## config.mk

```make
export PLATFORM = sky130hd
export DESIGN_NAME = box_downsample_2x2
export DESIGN_NICKNAME = d
export VERILOG_FILES = /design/src/design/bds_pkg.sv /design/src/design/bds_ram.sv /design/src/design/box_downsample_2x2.sv
export VERILOG_INCLUDE_DIRS = /design/src /design/src/design
export SDC_FILE = /design/constraint.sdc
export NUM_CORES = 2
export LEC_CHECK = 0
export BUFFER_PORTS_ARGS = -buffer_cell sky130_fd_sc_hd__buf_2
export CAP_MARGIN = 15
export CORE_ASPECT_RATIO = 1.4
export CORE_MARGIN = 2
export CORE_UTILIZATION = 35
export DETAILED_ROUTE_END_ITERATION = 10
export PLACE_DENSITY = 0.49
export SLEW_MARGIN = 20
export SYNTH_ARGS = -nofsm -noshare
export SYNTH_HDL_FRONTEND = slang
export SYNTH_HIERARCHICAL = 1
export SYNTH_MEMORY_MAX_BITS = 65536
export SYNTH_SLANG_ARGS = --single-unit
```

## constraint.sdc

```tcl
create_clock -name clk_i -period 58.6 [get_ports clk_i]
set_clock_uncertainty 0.15 [all_clocks]
set_input_delay 11.72 -clock clk_i [delete_from_list [all_inputs] [get_ports clk_i]]
set_output_delay 11.72 -clock clk_i [all_outputs]
set_load 0.05 [all_outputs]
```

## src/design/box_downsample_2x2_macros.svh

```systemverilog
// ----------------------------------------------------------------------------
// box_downsample_2x2 assertion macros
// shared concurrent assertion forms, sampled on clk_i, off during reset
// ----------------------------------------------------------------------------
`ifndef BOX_DOWNSAMPLE_2X2_MACROS_SVH
`define BOX_DOWNSAMPLE_2X2_MACROS_SVH

// condition implies a consequence in the same cycle
`define BDS_ASSERT_SAME(label, cond, cons, msg) \
  label: assert property (@(posedge clk_i) disable iff (!rst_ni) (cond) |-> (cons)) \
    else $error(msg);

// condition implies a consequence in the next cycle
`define BDS_ASSERT_NEXT(label, cond, cons, msg) \
  label: assert property (@(posedge clk_i) disable iff (!rst_ni) (cond) |=> (cons)) \
    else $error(msg);

`endif

```

## src/design/bds_pkg.sv

```systemverilog
// ----------------------------------------------------------------------------
// bds_pkg
// widths, reset values and register indexes of the 2x2 box downsampler
// ----------------------------------------------------------------------------
`default_nettype none

package bds_pkg;

  localparam int unsigned PIX_W      = 8;
  localparam int unsigned PAIR_W     = 9;
  localparam int unsigned SUM_W      = 10;
  localparam int unsigned CFG_W      = 11;
  localparam int unsigned CFG_IDX_W  = 1;
  localparam int unsigned ROW_W      = 10;
  localparam int unsigned HEIGHT_MAX = 1024;

  localparam logic [CFG_W-1:0] WIDTH_RST  = 11'd640;
  localparam logic [CFG_W-1:0] HEIGHT_RST = 11'd480;
  localparam logic [CFG_W-1:0] DIM_MIN    = 11'd2;

  localparam logic [CFG_IDX_W-1:0] REG_FRAME_WIDTH  = 1'b0;
  localparam logic [CFG_IDX_W-1:0] REG_FRAME_HEIGHT = 1'b1;

endpackage

`default_nettype wire

```

## src/design/bds_ram.sv

```systemverilog
// ----------------------------------------------------------------------------
// bds_ram
// generic simple dual-port ram, one write port, one registered read port
// ----------------------------------------------------------------------------
`default_nettype none

module bds_ram #(
  parameter int unsigned WIDTH = 9,
  parameter int unsigned DEPTH = 512,
  parameter int unsigned AW    = (DEPTH > 1) ? $clog2(DEPTH) : 1
) (
  input  wire logic             clk_i,
  input  wire logic             we_i,
  input  wire logic [AW-1:0]    waddr_i,
  input  wire logic [WIDTH-1:0] wdata_i,
  input  wire logic             re_i,
  input  wire logic [AW-1:0]    raddr_i,
  output logic      [WIDTH-1:0] rdata_o
);

  logic [WIDTH-1:0] mem_q [DEPTH];
  logic [WIDTH-1:0] rdata_q;

  always_ff @(posedge clk_i) begin
    if (we_i) begin
      mem_q[waddr_i] <= wdata_i;
    end
    if (re_i) begin
      rdata_q <= mem_q[raddr_i];
    end
  end

  assign rdata_o = rdata_q;

endmodule

`default_nettype wire

```

## src/design/box_downsample_2x2.sv

```systemverilog
// ----------------------------------------------------------------------------
// box_downsample_2x2
// 2x2 box-average downsampler for an 8-bit grayscale raster stream
// ----------------------------------------------------------------------------
// usage:
//   pixels enter on the in_valid_i/in_ready_o channel in raster order, one
//   request per pixel. every lower-right pixel of an aligned 2x2 block on an
//   odd row yields one request on out_valid_o/out_ready_i carrying the
//   truncated block average, frame_end_o marks the last one of a frame.
//   frames with an odd or out-of-range width or height are consumed silently.
//   even rows store horizontal pair sums in a line ram of MAX_WIDTH/2 entries;
//   odd rows read the entry back and add their own pair in the read stage.
//   throughput is one pixel per cycle while in_ready_o is high; a result is
//   taken into the read stage by the edge that takes its pixel (ram read),
//   then moves into the output register when that is empty or being drained.
//   when the receiver stalls, one result waits in the read stage and one in
//   the output register; input stops only when both are full.
//   reset clears counters, handshakes and sets width 640, height 480; the
//   line ram needs no clearing pass. a register write restarts the frame.
// ----------------------------------------------------------------------------
`default_nettype none

`include "box_downsample_2x2_macros.svh"

module box_downsample_2x2 #(
  parameter int unsigned MAX_WIDTH = 1024
) (
  input  wire logic                          clk_i,
  input  wire logic                          rst_ni,
  input  wire logic                          in_valid_i,
  output logic                               in_ready_o,
  input  wire logic [bds_pkg::PIX_W-1:0]     pixel_in_i,
  output logic                               out_valid_o,
  input  wire logic                          out_ready_i,
  output logic      [bds_pkg::PIX_W-1:0]     pixel_out_o,
  output logic                               frame_end_o,
  input  wire logic                          cfg_we_i,
  input  wire logic [bds_pkg::CFG_IDX_W-1:0] cfg_index_i,
  input  wire logic [bds_pkg::CFG_W-1:0]     cfg_data_i
);

  localparam int unsigned LINE_DEPTH = MAX_WIDTH / 2;
  localparam int unsigned AW  = (LINE_DEPTH > 1) ? $clog2(LINE_DEPTH) : 1;
  localparam int unsigned CW  = (MAX_WIDTH > 2) ? $clog2(MAX_WIDTH) : 1;
  localparam int unsigned DW0 = $clog2(MAX_WIDTH + 1);
  localparam int unsigned DW  = (DW0 > bds_pkg::CFG_W) ? DW0 : bds_pkg::CFG_W;
  localparam int unsigned XW  = (CW + 1 > AW) ? CW + 1 : AW;

  localparam logic [DW-1:0] WMAX = DW'(MAX_WIDTH);
  localparam logic [bds_pkg::CFG_W-1:0] HMAX = bds_pkg::CFG_W'(bds_pkg::HEIGHT_MAX);

  logic [bds_pkg::CFG_W-1:0] width_q, width_d;
  logic [bds_pkg::CFG_W-1:0] height_q, height_d;
  logic [CW-1:0]             col_q, col_d;
  logic [bds_pkg::ROW_W-1:0] row_q, row_d;
  logic [bds_pkg::PIX_W-1:0] held_q, held_d;

  logic [DW-1:0]             w_raw, w_clamp, col_plus;
  logic [bds_pkg::CFG_W-1:0] h_clamp, row_plus;
  logic                      frame_ok, last_col, last_row;
  logic                      in_accept, odd_col, odd_row;
  logic [XW-1:0]             col_half;
  logic [AW-1:0]             line_addr;
  logic [bds_pkg::PAIR_W-1:0] pair;
  logic                      wr_en, rd_en;
  logic [bds_pkg::PAIR_W-1:0] line_rdata;

  logic                      s1_valid_q, s1_valid_d;
  logic [bds_pkg::PAIR_W-1:0] s1_pair_q, s1_pair_d;
  logic                      s1_end_q, s1_end_d;
  logic                      s1_adv;
  logic [bds_pkg::SUM_W-1:0] block_sum;

  logic                      out_valid_q, out_valid_d;
  logic [bds_pkg::PIX_W-1:0] out_pix_q, out_pix_d;
  logic                      out_end_q, out_end_d;

  // frame geometry
  always_comb begin
    w_raw = DW'(width_q);
    if (w_raw < DW'(bds_pkg::DIM_MIN)) begin
      w_clamp = DW'(bds_pkg::DIM_MIN);
    end else if (w_raw > WMAX) begin
      w_clamp = WMAX;
    end else begin
      w_clamp = w_raw;
    end
    if (height_q < bds_pkg::DIM_MIN) begin
      h_clamp = bds_pkg::DIM_MIN;
    end else if (height_q > HMAX) begin
      h_clamp = HMAX;
    end else begin
      h_clamp = height_q;
    end
    frame_ok = !width_q[0] && !height_q[0]
             && (w_raw >= DW'(bds_pkg::DIM_MIN)) && (w_raw <= WMAX)
             && (height_q >= bds_pkg::DIM_MIN) && (height_q <= HMAX);
  end

  assign in_accept = in_valid_i && in_ready_o;
  assign odd_col   = col_q[0];
  assign odd_row   = row_q[0];
  assign col_plus  = DW'(col_q) + DW'(1);
  assign row_plus  = bds_pkg::CFG_W'(row_q) + bds_pkg::CFG_W'(1);
  assign last_col  = col_plus >= w_clamp;
  assign last_row  = row_plus >= h_clamp;
  assign col_half  = XW'(col_q) >> 1;
  assign line_addr = col_half[AW-1:0];
  assign pair      = bds_pkg::PAIR_W'(held_q) + bds_pkg::PAIR_W'(pixel_in_i);

  assign wr_en = in_accept && odd_col && !odd_row;
  assign rd_en = in_accept && odd_col && odd_row && frame_ok;

  bds_ram #(
    .WIDTH (bds_pkg::PAIR_W),
    .DEPTH (LINE_DEPTH),
    .AW    (AW)
  ) u_line_ram (
    .clk_i   (clk_i),
    .we_i    (wr_en),
    .waddr_i (line_addr),
    .wdata_i (pair),
    .re_i    (rd_en),
    .raddr_i (line_addr),
    .rdata_o (line_rdata)
  );

  // read stage and output register
  assign s1_adv     = s1_valid_q && (!out_valid_q || out_ready_i);
  assign in_ready_o = !s1_valid_q || s1_adv;
  assign block_sum  = bds_pkg::SUM_W'(line_rdata) + bds_pkg::SUM_W'(s1_pair_q);

  always_comb begin
    width_d     = width_q;
    height_d    = height_q;
    col_d       = col_q;
    row_d       = row_q;
    held_d      = held_q;
    s1_valid_d  = s1_valid_q;
    s1_pair_d   = s1_pair_q;
    s1_end_d    = s1_end_q;
    out_valid_d = out_valid_q;
    out_pix_d   = out_pix_q;
    out_end_d   = out_end_q;

    if (s1_adv) begin
      out_valid_d = 1'b1;
      out_pix_d   = block_sum[bds_pkg::SUM_W-1:2];
      out_end_d   = s1_end_q;
      s1_valid_d  = 1'b0;
    end else if (out_ready_i) begin
      out_valid_d = 1'b0;
    end

    if (in_accept) begin
      if (!odd_col) begin
        held_d = pixel_in_i;
      end
      if (last_col) begin
        col_d = '0;
        row_d = last_row ? '0 : row_plus[bds_pkg::ROW_W-1:0];
      end else begin
        col_d = col_plus[CW-1:0];
      end
    end

    if (rd_en) begin
      s1_valid_d = 1'b1;
      s1_pair_d  = pair;
      s1_end_d   = last_col && last_row;
    end

    if (cfg_we_i) begin
      unique case (cfg_index_i)
        bds_pkg::REG_FRAME_WIDTH:  width_d  = cfg_data_i;
        bds_pkg::REG_FRAME_HEIGHT: height_d = cfg_data_i;
        default:                   width_d  = width_q;
      endcase
      col_d  = '0;
      row_d  = '0;
      held_d = '0;
    end
  end

  always_ff @(posedge clk_i or negedge rst_ni) begin
    if (!rst_ni) begin
      width_q     <= bds_pkg::WIDTH_RST;
      height_q    <= bds_pkg::HEIGHT_RST;
      col_q       <= '0;
      row_q       <= '0;
      held_q      <= '0;
      s1_valid_q  <= 1'b0;
      out_valid_q <= 1'b0;
    end else begin
      width_q     <= width_d;
      height_q    <= height_d;
      col_q       <= col_d;
      row_q       <= row_d;
      held_q      <= held_d;
      s1_valid_q  <= s1_valid_d;
      out_valid_q <= out_valid_d;
    end
  end

  always_ff @(posedge clk_i) begin
    s1_pair_q <= s1_pair_d;
    s1_end_q  <= s1_end_d;
    out_pix_q <= out_pix_d;
    out_end_q <= out_end_d;
  end

  assign out_valid_o = out_valid_q;
  assign pixel_out_o = out_pix_q;
  assign frame_end_o = out_end_q;

  `BDS_ASSERT_SAME(a_col_in_frame, 1'b1, DW'(col_q) < w_clamp, "column beyond frame width")
  `BDS_ASSERT_SAME(a_row_in_frame, 1'b1, bds_pkg::CFG_W'(row_q) < h_clamp, "row beyond frame height")
  `BDS_ASSERT_SAME(a_no_rw_overlap, wr_en || rd_en, !(wr_en && rd_en), "line ram read and write")
  `BDS_ASSERT_NEXT(a_read_lands, rd_en, s1_valid_q, "line ram read lost")
  `BDS_ASSERT_NEXT(a_stage_holds, s1_valid_q && !s1_adv, s1_valid_q && $stable(s1_pair_q),
                   "stalled result dropped")

endmodule

`default_nettype wire

```

After elaboration in Yosys (flattened, before gate mapping):

Memory sizes are Yosys's and may differ from the RTL's. A register that Yosys moved wholly into a read port is not among the register bits.
Cells that the tools add are included.

* register bits after elaboration: 71
* logic and storage cells: 75
* memories: 1
* bits of input ports: 25
* output and inout port bits: 11
* memory bits (writable): 4608

* add/sub/neg operators: 4
* muxes and demuxes: 20
* bitwise logic cells: 1
* order comparisons: 10
* reductions and logical operators: 27
* eq/ne operators: 1

Memories
* u_line_ram.mem_q: words 512, width 9, rd ports 1, clocked after Yosys merged registers in 1, wr ports 1, line bds_ram.sv:21 `logic [WIDTH-1:0] mem_q [DEPTH];`

Operators with widths (count)
* 10-bit two-way mux: 7
* 11-bit two-way mux: 4
* 8-bit two-way mux: 3
* 10-bit by 1-bit adder with 11-bit output, second input constant: 2
* 11-bit >= comparator: 2
* 11-bit by 2-bit >= comparator with 1-bit output, second input constant: 2
* 11-bit greater-than comparator, second input constant: 2
* 11-bit <= comparator, second input constant: 2
* 11-bit by 2-bit less-than comparator with 1-bit output, second input constant: 2
* 1-bit logical AND: 12
* 9-bit by 9-bit adder with 10-bit output: 1
* 8-bit by 8-bit adder with 9-bit output: 1
* 2-bit AND reduction: 4
* 2-bit nonzero test: 4
* 1-bit two-way mux: 6
* 1-bit zero test: 5
* 1-bit logical OR: 2
* 2-bit != test, second input constant: 1
* 1-bit NOT: 1

Longest topological paths before layout:

* word-level depth: 9
* mapped depth: 14
* gate-level depth less buffers: 13

Cells and area by module:

Netlist, hierarchy kept.

By module, submodules not included
* bds_ram: area an instance 179704.9 um^2, cells an instance 8888, sequential area each 138643.0 um^2, times used 1
* box_downsample_2x2: area an instance 4172.8 um^2, cells an instance 409, sequential area each 1879.3 um^2, times used 1

Worst setup path before layout:

Ideal clock, no wire load.

* path type: in2reg
* start: input port pixel_in_i[0] (netlist bit)
* end: register s1_pair_q[8] (netlist bit) (data pin)
* data required time: 54275 ps
* buffers on the path: 0
* setup time: 4175 ps
* stages on the path: 9
* arrival: 32569 ps
* slack: 21705 ps
* cells stage by stage: ha_1 > inv_1 > fa_1 > inv_1 > a21o_1 > a21oi_1 > o21bai_1 > a21oi_1 > o21ai_0

* word-level cells in the longest chain between the ends: 1

RTL lines
* from (decl): line box_downsample_2x2.sv:32 `input wire logic [bds_pkg::PIX_W-1:0] pixel_in_i,`
* 8-bit by 8-bit adder with 9-bit output: line box_downsample_2x2.sv:109 `assign pair = bds_pkg::PAIR_W'(held_q) + bds_pkg::PAIR_W'(pixel_in_i);`
* named net pair, one bit: line box_downsample_2x2.sv:64 `logic [bds_pkg::PAIR_W-1:0] pair;`
* to (signal assigned): line box_downsample_2x2.sv:206 `s1_pair_q <= s1_pair_d;`
* to (decl): line box_downsample_2x2.sv:69 `logic [bds_pkg::PAIR_W-1:0] s1_pair_q, s1_pair_d;`

The timed path passes the listed nets, and every way through them passes these cells.
A chain may end at the register's enable or synchronous reset.

Worst setup path in the final report:

* start: input port out_ready_i
* end: output port in_ready_o

* word-level cells in the longest chain between the ends: 3

RTL lines
* from (decl): line box_downsample_2x2.sv:34 `input wire logic out_ready_i,`
* 1-bit logical OR: line box_downsample_2x2.sv:129 `assign s1_adv = s1_valid_q && (!out_valid_q || out_ready_i);`
* 1-bit logical AND: line box_downsample_2x2.sv:129
* 1-bit logical OR: line box_downsample_2x2.sv:130 `assign in_ready_o = !s1_valid_q || s1_adv;`
* to (decl): line box_downsample_2x2.sv:31 `output logic in_ready_o,`

Every way passes these cells.

==> reports/qor.yml <==
synth:
  synth_edf_count: 4636
  synthCells: 9297
  ys_seq_area_frac: 0.764
  ys_ff_latch: 4688
  yosys.area.top_type: "edfxtp_1"
  yosysUniqueCellTypes: 69
  syn_nets: 9363
  ys_async_sr_fraction: 0.0111
  syn_avg_cell_area_um2: 19.8
  synth_top_area_frac: 0.757
  netlist_area_um2: 184000
  yosysWarnings: 6
  synthTopCellsByArea: "edfxtp_1 (76%), mux4_2 (9.1%), mux2i_1 (4.8%), o221ai_1 (2.0%), nor2_1 (1.3%)"
  synth_ff_type: "edfxtp_1"
cells_and_area:
  final_cells: 16787
  drive_gt1_frac: 0.177
  final_area_um2: 206000
  nFillCells: 46468
  area_growth_pct: 12.0
  fin_util: 0.393
  final_nets: 9454
route:
  drtIter0Drc: 8847
  vias: 91700
  vias_per_cell: 5.46
  wire_per_inst_um: 31.2
  wirelength_mm: 523
  drc: 0
  ant_nets: 0
  dr.pass1.iters: 5
placed_design:
  dp.cells: 15932
  dpl.hpwl_mm: 327
  place_area_um2: 191000
  gp_congestion: 0.895
  place_ws_ns: 34.42
  port_buffers: 35
global_routing:
  antenna_found_initial: 26
  grt.overflow.total: 0
  track_usage: 0.193
  grt_max_degree: 152
  grt_pass1_vias: 94675
  grt_pass1_wl_mm: 735
worst_setup_path:
  crit_arrival_ns: 12.31
  worstSetupStartpoint: "out_ready_i"
  slowest_stage: "buf_2"
  crit_chain: "buf_2, nand3b_1, buf_2"
  cp-start-kind: "primary input"
  r2r-end: "u_line_ram/rdata_o[5]$_DFFE_PP_"
  critPathRequiredTime_ns: 46.73
  path_class: "in -> out"
  reg2reg_depth: 13
  r2r_slack_ns: 50.48
  crit_path_end_kind: "output pin"
  worstSetupEndpoint: "in_ready_o"
  critPathMaxFanout: 4
  timing.rr.start: "col_q[1]$_DFFE_PN0P_"
  slowest_delay_ns: 0.26
  critPathMostFrequentCell: "buf_2"
sta:
  period_minus_slack_ns: 24.18
  setup_viol_count_final: 0
  worst_slew_margin_rel: 0.122
  rsz0062_at_grt: "no"
  finalHoldViolations: 0
  hold_slack_ns: 0.328
  slew_viol_final: 0
  worst_slew_pin_slew_ns: 1.30
  fmax_ghz: 0.0414
  timing.final.crit_share: 0.413
  fin_setup_tns_ns: 0
  finalWorstSetupSlack_ns: 34.42
min_path:
  hp-class: "reg -> reg"
  min_from: "s1_end_q$_DFFE_PP_"
cts:
  cts_resized: 0
  cts_tree: "built"
  insertion_delay_ns: 1.02
  cts_root_buf: "clkbuf_16"
  holdBufCountCts: 0
  clk_pin_slew_ns: 0.07
  numCtsBuffers: 426
  clk_path_buf_depth: 4
  cts_sinks: 4688
  postCtsSetupRepairBufs: 0
  htreeDepth: 5
pwr:
  power_density_nw_per_um2: 34.7
  switching_share: 0.221
  leakagePower_nw: 60.2
  seqPwrFrac: 0.536
  internal_power_mw: 5.56
  ir_drop_mv: 0.0283
  power_mw: 7.14
  combPwrFrac: 0.062
  power.switching_mw: 1.57
  power_frac_clock: 0.402
die:
  fp.dieH_um: 862
  initial_utilization: 0.351
  dieArea_um2: 531000
  ios: 36
  dieWidth_um: 617
  coreArea_um2: 525000
  row_count: 315
run:
  max_cap_viol_count: 0
run_status:
  status: "completed"
final cells by class:
class	count	area [um2]	share of cell area
flip-flops and latches	4688	141000	0.683
multi-input cells	4013	40200	0.195
clock buffers	521	11300	0.0547
well taps	6974	8730	0.0424
clock inverters	266	3020	0.0147
repair buffers	236	1900	0.00922
diodes	66	165	0.000802
inverters	23	103	0.000498
worst min path at each step:
stage / endpoint / slack, ns / cells past startpoint
3_3_place_gp: frame_end_o$_DFFE_PP_ / 0.32 / 0
5_1_grt: frame_end_o$_DFFE_PP_ / 0.34 / 0
4_1_cts: frame_end_o$_DFFE_PP_ / 0.33 / 0
3_5_place_dp: frame_end_o$_DFFE_PP_ / 0.30 / 0
6_report: frame_end_o$_DFFE_PP_ / 0.33 / 0
2_1_floorplan: frame_end_o$_DFFE_PP_ / 0.25 / 0
critical path: cells and delay by family:
| family | cells | cell delay (ns) |
|---|---|---|
| AND/OR/NAND/NOR | 1 | 0.23 |
| buffers and inverters | 2 | 0.36 |
cells in the mapped netlist, types with 9 or more instances:
cell and count:
a211oi_1 16, a21oi_1 237, a22o_1 9, a22oi_1 51, a31oi_1 14, and2_1 20
and3_1 20, and4_1 10, buf_1 64, buf_2 84, buf_4 85, buf_6 62
buf_8 20, clkbuf_1 252, dfrtp_1 46, edfxtp_1 4636, ha_1 40, inv_1 22
mux2_2 38, mux2i_1 879, mux4_2 747, nand2_1 177, nand2b_1 9, nand3_1 39
nand4_1 71, nor2_1 629, nor2b_1 13, nor3_1 53, nor4_1 27, o21ai_0 138
o21ai_1 30, o221ai_1 425, o22ai_1 199, o31ai_1 21, xnor2_1 20, xor2_1 9
power by group through the flow:
| stage | Combinational, mW | Sequential (mW) | Clock, mW |
|---|---|---|---|
| 6_report | 0.445 | 3.82 | 2.87 |
| 5_1_grt | 0.478 | 3.82 | 3.06 |
| 4_1_cts | 0.459 | 3.82 | 2.94 |
| 3_5_place_dp | 0.459 | 3.90 | 0 |
| 3_3_place_gp | 0.449 | 3.90 | 0 |
| 2_1_floorplan | 0.256 | 4.05 | 0 |
cells by family (layout without fill, tap and decap cells):
| family | count (synthesis) | count (layout) | share of synthesized area |
|---|---|---|---|
| mux | 1665 | 1665 | 0.142 |
| simple gates | 1098 | 1098 | 0.0264 |
| flops | 4688 | 4688 | 0.764 |
| compound gates | 1180 | 1180 | 0.0447 |
| fa+ha+maj | 41 | 41 | 0.00283 |
| other cells | 0 | 66 | 0 |
| buf+inv | 596 | 1046 | 0.0188 |
| xor+xnor | 29 | 29 | 0.00138 |
sequential cells by signal, indices dropped and copies added (netlist names), 8 cells and up:
register / count
w_raw: 11
u_line_ram/rdata_o: 9
col_q: 10
row_q: 10
height_q: 11
s1_pair_q: 9
pixel_out_o: 8
u_line_ram/mem_q: 4608
held_q: 8
cell usage in the layout, fill, tap and decap left out, types with 39 or more instances in the layout:
master	count
ha_1	39
nor3_1	51
bufinv_16	60
nand2_1	163
clkinv_1	70
o22ai_1	199
edfxtp_1	4636
dfrtp_1	41
diode_2	66
a22oi_1	51
clkinv_2	77
o21ai_0	137
clkbuf_1	83
nor2_1	626
mux2i_1	879
nand4_1	71
mux4_2	747
clkbuf_16	437
o221ai_1	425
buf_4	185
a21oi_1	237
layer usage:
layer	part of all wire	routed length (um)	track usage
met5	0.000059	31	0
met4	0.044	22900	0.0753
met3	0.050	26300	0.0237
met2	0.52	273000	0.349
met1	0.38	201000	0.234
No activity file was read; power rests on OpenSTA's default activity.
